[config.mk]
export PLATFORM = sky130hd
export DESIGN_NAME = cebi_mul
export DESIGN_NICKNAME = d
export VERILOG_FILES = /design/src/cebi_mul.sv
export SDC_FILE = /design/constraint.sdc
export NUM_CORES = 2
export LEC_CHECK = 0
export BUFFER_PORTS_ARGS = -buffer_cell sky130_fd_sc_hd__buf_2
export CAP_MARGIN = 30
export CORE_MARGIN = 3
export CORE_UTILIZATION = 65
export CTS_BUF_LIST = sky130_fd_sc_hd__clkbuf_2
export CTS_CLUSTER_DIAMETER = 40
export DETAILED_ROUTE_END_ITERATION = 10
export GPL_TIMING_DRIVEN = 0
export PLACE_DENSITY = 0.91
export SYNTH_ARGS = -nofsm -noshare
export SYNTH_HDL_FRONTEND = slang
export SYNTH_SLANG_ARGS = --single-unit
[constraint.sdc]
create_clock -name clk -period 19.77 [get_ports clk]
set_input_delay 3.954 -clock clk [delete_from_list [all_inputs] [get_ports clk]]
set_output_delay 3.954 -clock clk [all_outputs]
set_load 0.03 [all_outputs]
[src/cebi_mul.sv]
// Pipelined unsigned multiplier built from chunk products, three register stages.
// Standalone; used by circle_elastic_bounce_impulse. Requires BW <= 2*CB.
module cebi_mul #(
  parameter int AW = 32,
  parameter int BW = 32,
  parameter int CB = 17
) (
  input  logic               clk,
  input  logic               en,
  input  logic [AW-1:0]      a,
  input  logic [BW-1:0]      b,
  output logic [AW+BW-1:0]   p
);

  localparam int NA = (AW + CB - 1) / CB;
  localparam int AP = NA * CB;
  localparam int RW = AP + CB;
  localparam int SW = RW + CB;

  logic [AP-1:0]     apad;
  logic [2*CB-1:0]   bpad;
  logic [2*CB-1:0]   pp [NA][2];
  logic [RW-1:0]     ev [2];
  logic [RW-1:0]     od [2];
  logic [RW-1:0]     row [2];
  logic [SW-1:0]     psum;

  assign apad = AP'(a);
  assign bpad = (2*CB)'(b);

  // stage 1: chunk products
  always_ff @(posedge clk) begin
    if (en) begin
      for (int i = 0; i < NA; i++) begin
        for (int j = 0; j < 2; j++) begin
          pp[i][j] <= apad[i*CB +: CB] * bpad[j*CB +: CB];
        end
      end
    end
  end

  // even and odd chunks of one row do not overlap, so each packs by concatenation
  always_comb begin
    for (int j = 0; j < 2; j++) begin
      ev[j] = '0;
      od[j] = '0;
      for (int i = 0; i < NA; i++) begin
        if (i % 2 == 0) begin
          ev[j][i*CB +: 2*CB] = pp[i][j];
        end else begin
          od[j][i*CB +: 2*CB] = pp[i][j];
        end
      end
    end
  end

  // stage 2: one row per half of b
  always_ff @(posedge clk) begin
    if (en) begin
      for (int j = 0; j < 2; j++) begin
        row[j] <= ev[j] + od[j];
      end
    end
  end

  // stage 3: combine rows
  always_ff @(posedge clk) begin
    if (en) begin
      psum <= SW'(row[0]) + (SW'(row[1]) << CB);
    end
  end

  assign p = psum[AW+BW-1:0];

endmodule

; ---- Word level (Yosys, flattened, before mapping)
; Memory sizes are Yosys's and may differ from the RTL's.
; Index checks and enable logic that the tools add are counted.
[totals]
in_bits = 66
mem_count = 2
register_bits = 64
mem_bits_rw = 234
output_inout_bits = 64
[classes]
mux = 2
n_mul = 4
addsub = 3
[mem_list]
columns = name, depth, width, read_ports, rd_ports_with_merged_regs, write_ports, line_no
row1 = pp, 2, 66, 2, 0, 2, 22  ; logic [2*CB-1:0] pp [NA][2];
row2 = row, 2, 51, 2, 0, 2, 25  ; logic [RW-1:0] row [2];
[op_table]
columns = cell, count
row1 = adder 34 x 51 -> 51 bit, 2
row2 = adder 51 x 64 -> 64 bit, 1
row3 = multiplier 17 x 17 -> 34 bit, 1
row4 = multiplier 15 x 17 -> 32 bit, 1
row5 = multiplier 17 x 15 -> 32 bit, 1
row6 = multiplier 15 x 15 -> 30 bit, 1
row7 = two-way mux 1 bit, 2

; ---- Logic depth before layout (Yosys ltp)
[logic_depth]
depth_word = 2
mapped_depth = 24

; ---- Worst setup path after synthesis
; No wires, ideal clock.
[synth_timing]
path_kind = input to register
from = input a[10]
to = memory pp[0][31] (netlist name), data pin
setup_time_ns = 0.258
slack_ns = 10.085
arrival_ns = 9.427
required_time_ns = 19.512
stages = 23
path_buffers = 2
path_cell_list = clkbuf_1 > and2_1 > fa_1 > inv_1 > fa_1 > inv_1 > fa_1 > inv_1 > fa_1 > inv_1 > fa_1 > inv_1 > fa_1 > inv_1 > ha_1 > clkbuf_1 > a21o_1 > a221o_1 > a41oi_2 > o31ai_2 > nor4b_4 > o41a_1 > xnor2_1
[synth_lines]
columns = item, line_no
row1 = "start, declared", 10  ; input logic [AW-1:0] a,
row2 = "end, declared", 22

==> impl_results.md <==
- Core region area: 70100 sq um
- Tmin final: 10.31 ns
- CTS buffer count: 73
- Placed cells: 5805
- Leading cell type in the layout, fill and taps excluded: inv_1
- Clock sink count: 289
- CTS tree: yes
- Fraction of layout cells with a size suffix above 1: 0.0511
- WP data required: 20.53 ns
- Worst Tran Pin Value: 1.22 ns
- First-pass GRT wire length: 206000 microns
- DRT Pass-1 Iters: 8
- DIE AREA: 74200 sq um
- Drt drc: 0
- Number of global-route vias before repair: 37400
- Top-Level Pins: 130
- Via count: 35600
- Worst Path Arrival: 11.07 ns
- Post-CTS resize count: 0
- Gpl congestion: 1.02
- Worst Clk Skew: 0.0859 ns
- Fmax achieved: 97.0 MHz
- Final Hold Viols: 0
- Crit Path Max Fanout: 10
- Initial Util: 0.658
- Syn_nets: 6039
- Syn-to-layout area delta: 5.83%
- Setup bufs post-CTS: 0
- Relative max-transition margin: 0.187
- Nets: 6247
- Finished Layout Cells: 5951
- CTS max path bufs: 3
- Clock Latency Late Sink: 1.08 ns
- Crit end category: register
- Largest net degree at the start of global routing: 140
- FF+latch count, synth: 289
- Synth warn: 0
- Post-Syn Instances: 4734
- Area of the multi-input gates: 33300 sq um
- I/O Buffers: 129
- Sequential-to-total area share from yosys stat: 0.188
- Pre-CTS setup slack: 8.68 ns
- Top cell type's share of synthesized area: 0.338
- Status: complete, no violations
- Vias per cell: 5.98
- Htree depth: 3
- Unrepaired setup endpoints after global routing: false
- Post-synth top flop: edfxtp_1
- Root Buffer: clkbuf_2
- Final HPWL DP: 108000 microns
- Synthesized cell area: 46100 sq um
- Total track usage: 0.369
- Wire length per cell: 22.4 microns
- Clock transition at path regs: 0.11 ns
- # fillers: 5133
- Rows: 97
- Area contributors post-synth: fa_1 (34%), edfxtp_1 (19%), ha_1 (12%), inv_1 (7.4%), and2_1 (7.1%)
- Register area: 8680 sq um
- Fin worst setup slack: 9.46 ns
- Most frequent cells in the layout: inv_1 (906), fa_1 (780), nand2_1 (609)
- Syn Area/Cell: 9.75 sq um
- Post-synth ARST share: 0
- Period utilization: 0.522
- Post-synth top area cell: fa_1
- Setup TNS: 0 ns
- Crit Path Category: input pin to register
- Distinct cells, synth: 69
- DIE HEIGHT: 272 microns
- Iter 0 DRT Violations: 3774
- Routed WL: 134000 microns
- Gr ovfl total: 0
- Hold WC Path Type: register to register
- Maxcap violations: 0
- Post-synth EDFFs: 289
- Critical Path Start Type: input pin
- Die W: 272 microns
- Antenna violations before repair: 25
- Hold buffer count at CTS: 0
- Setup violators final: 0
- Antenna viol nets, final: 0
- Final Max Tran Viols: 0
## state kept, by name, summed over array words and instances (netlist names)
register and flops:
pp 128, row 97, psum 64
## cell type report
cell class / instances / share of cell area
antenna: 25 / 0.00128
buffer: 215 / 0.0165
clock buffer: 89 / 0.00912
clock inverter: 30 / 0.00543
inverter: 906 / 0.0696
multi-input combinational: 3324 / 0.681
sequential: 289 / 0.178
tap: 940 / 0.0241
timing repair buffer: 133 / 0.0152
## critical path: stages
cell,delay [ns]
buf_2,0.20
clkbuf_1,0.34
and2_1,0.27
fa_1,0.54
inv_1,0.06
fa_1,0.54
inv_1,0.05
fa_1,0.50
inv_1,0.05
fa_1,0.53
inv_1,0.05
fa_1,0.49
inv_1,0.06
fa_1,0.48
inv_1,0.04
ha_1,0.25
clkbuf_1,0.26
nand4_1,0.14
or3_1,0.37
and2_1,0.18
a31oi_1,0.38
a211oi_1,0.19
o31ai_1,0.32
a21oi_1,0.14
xnor2_1,0.66
## cells by family (layout without fill, tap and decap cells)
group / count (synthesis) / after routing / synth area share
AO/OA/AOI/OAI: 455 / 455 / 0.0642
flip-flops: 289 / 289 / 0.188
other: 0 / 25 / 0
buffers and inverters: 1121 / 1373 / 0.0912
AND/OR/NAND/NOR: 1416 / 1416 / 0.153
XOR/XNOR: 214 / 214 / 0.0406
adder cells (fa/ha/maj): 1239 / 1239 / 0.463
## metal layers
layer	wire (microns)	track usage	up-vias
li1	-	-	15200
met1	46100	0.442	17200
met2	58400	0.566	2480
met3	18900	0.137	672
met4	10100	0.227	10
met5	73	0	-
## per-stage QoR
stage           util  instance area (sq um)  hold WS, ns
3_3_place_gp   0.684                  48000        0.401
2_1_floorplan      -                  46100        0.400
4_1_cts        0.695                  48700        0.408
5_1_grt        0.696                  48800        0.411
6_report       0.696                  48800        0.411
3_5_place_dp   0.685                  48000        0.405
## synthesized netlist by cell type (3+ instances only)
library cell and instances:
a211o_1 3, a211oi_1 12, a21boi_1 4, a21o_1 86, a21oi_1 160, a221o_1 3, a31o_2 4, a31oi_1 13
and2_1 521, and3_1 24, and4_1 7, clkbuf_1 213, edfxtp_1 289, fa_1 780, ha_1 459, inv_1 906
nand2_1 609, nand2b_1 19, nand3_1 54, nand4_1 26, nor2_1 87, nor2b_1 22, nor3_1 23, nor4_1 5
o211a_1 3, o211ai_1 9, o21a_1 16, o21ai_0 51, o21ai_1 15, o21bai_1 26, o221ai_1 5, o31ai_1 8
or3_1 12, xnor2_1 167, xor2_1 47
## worst paths after layout
path	from	end	slack (ns)	cells past startpoint
worst max-delay path	b[17]	pp[0][22]	9.46	25
worst min-delay path	pp[0][7]	row[0][58]	0.41	0
worst max register to register	pp[0][49]	row[0][47]	16.09	12
worst min register to register	pp[0][7]	row[0][58]	0.41	0
Power is left out: the tool's default activity adds up to more than one toggle a clock period on the data nets, which glitch-free logic cannot reach.
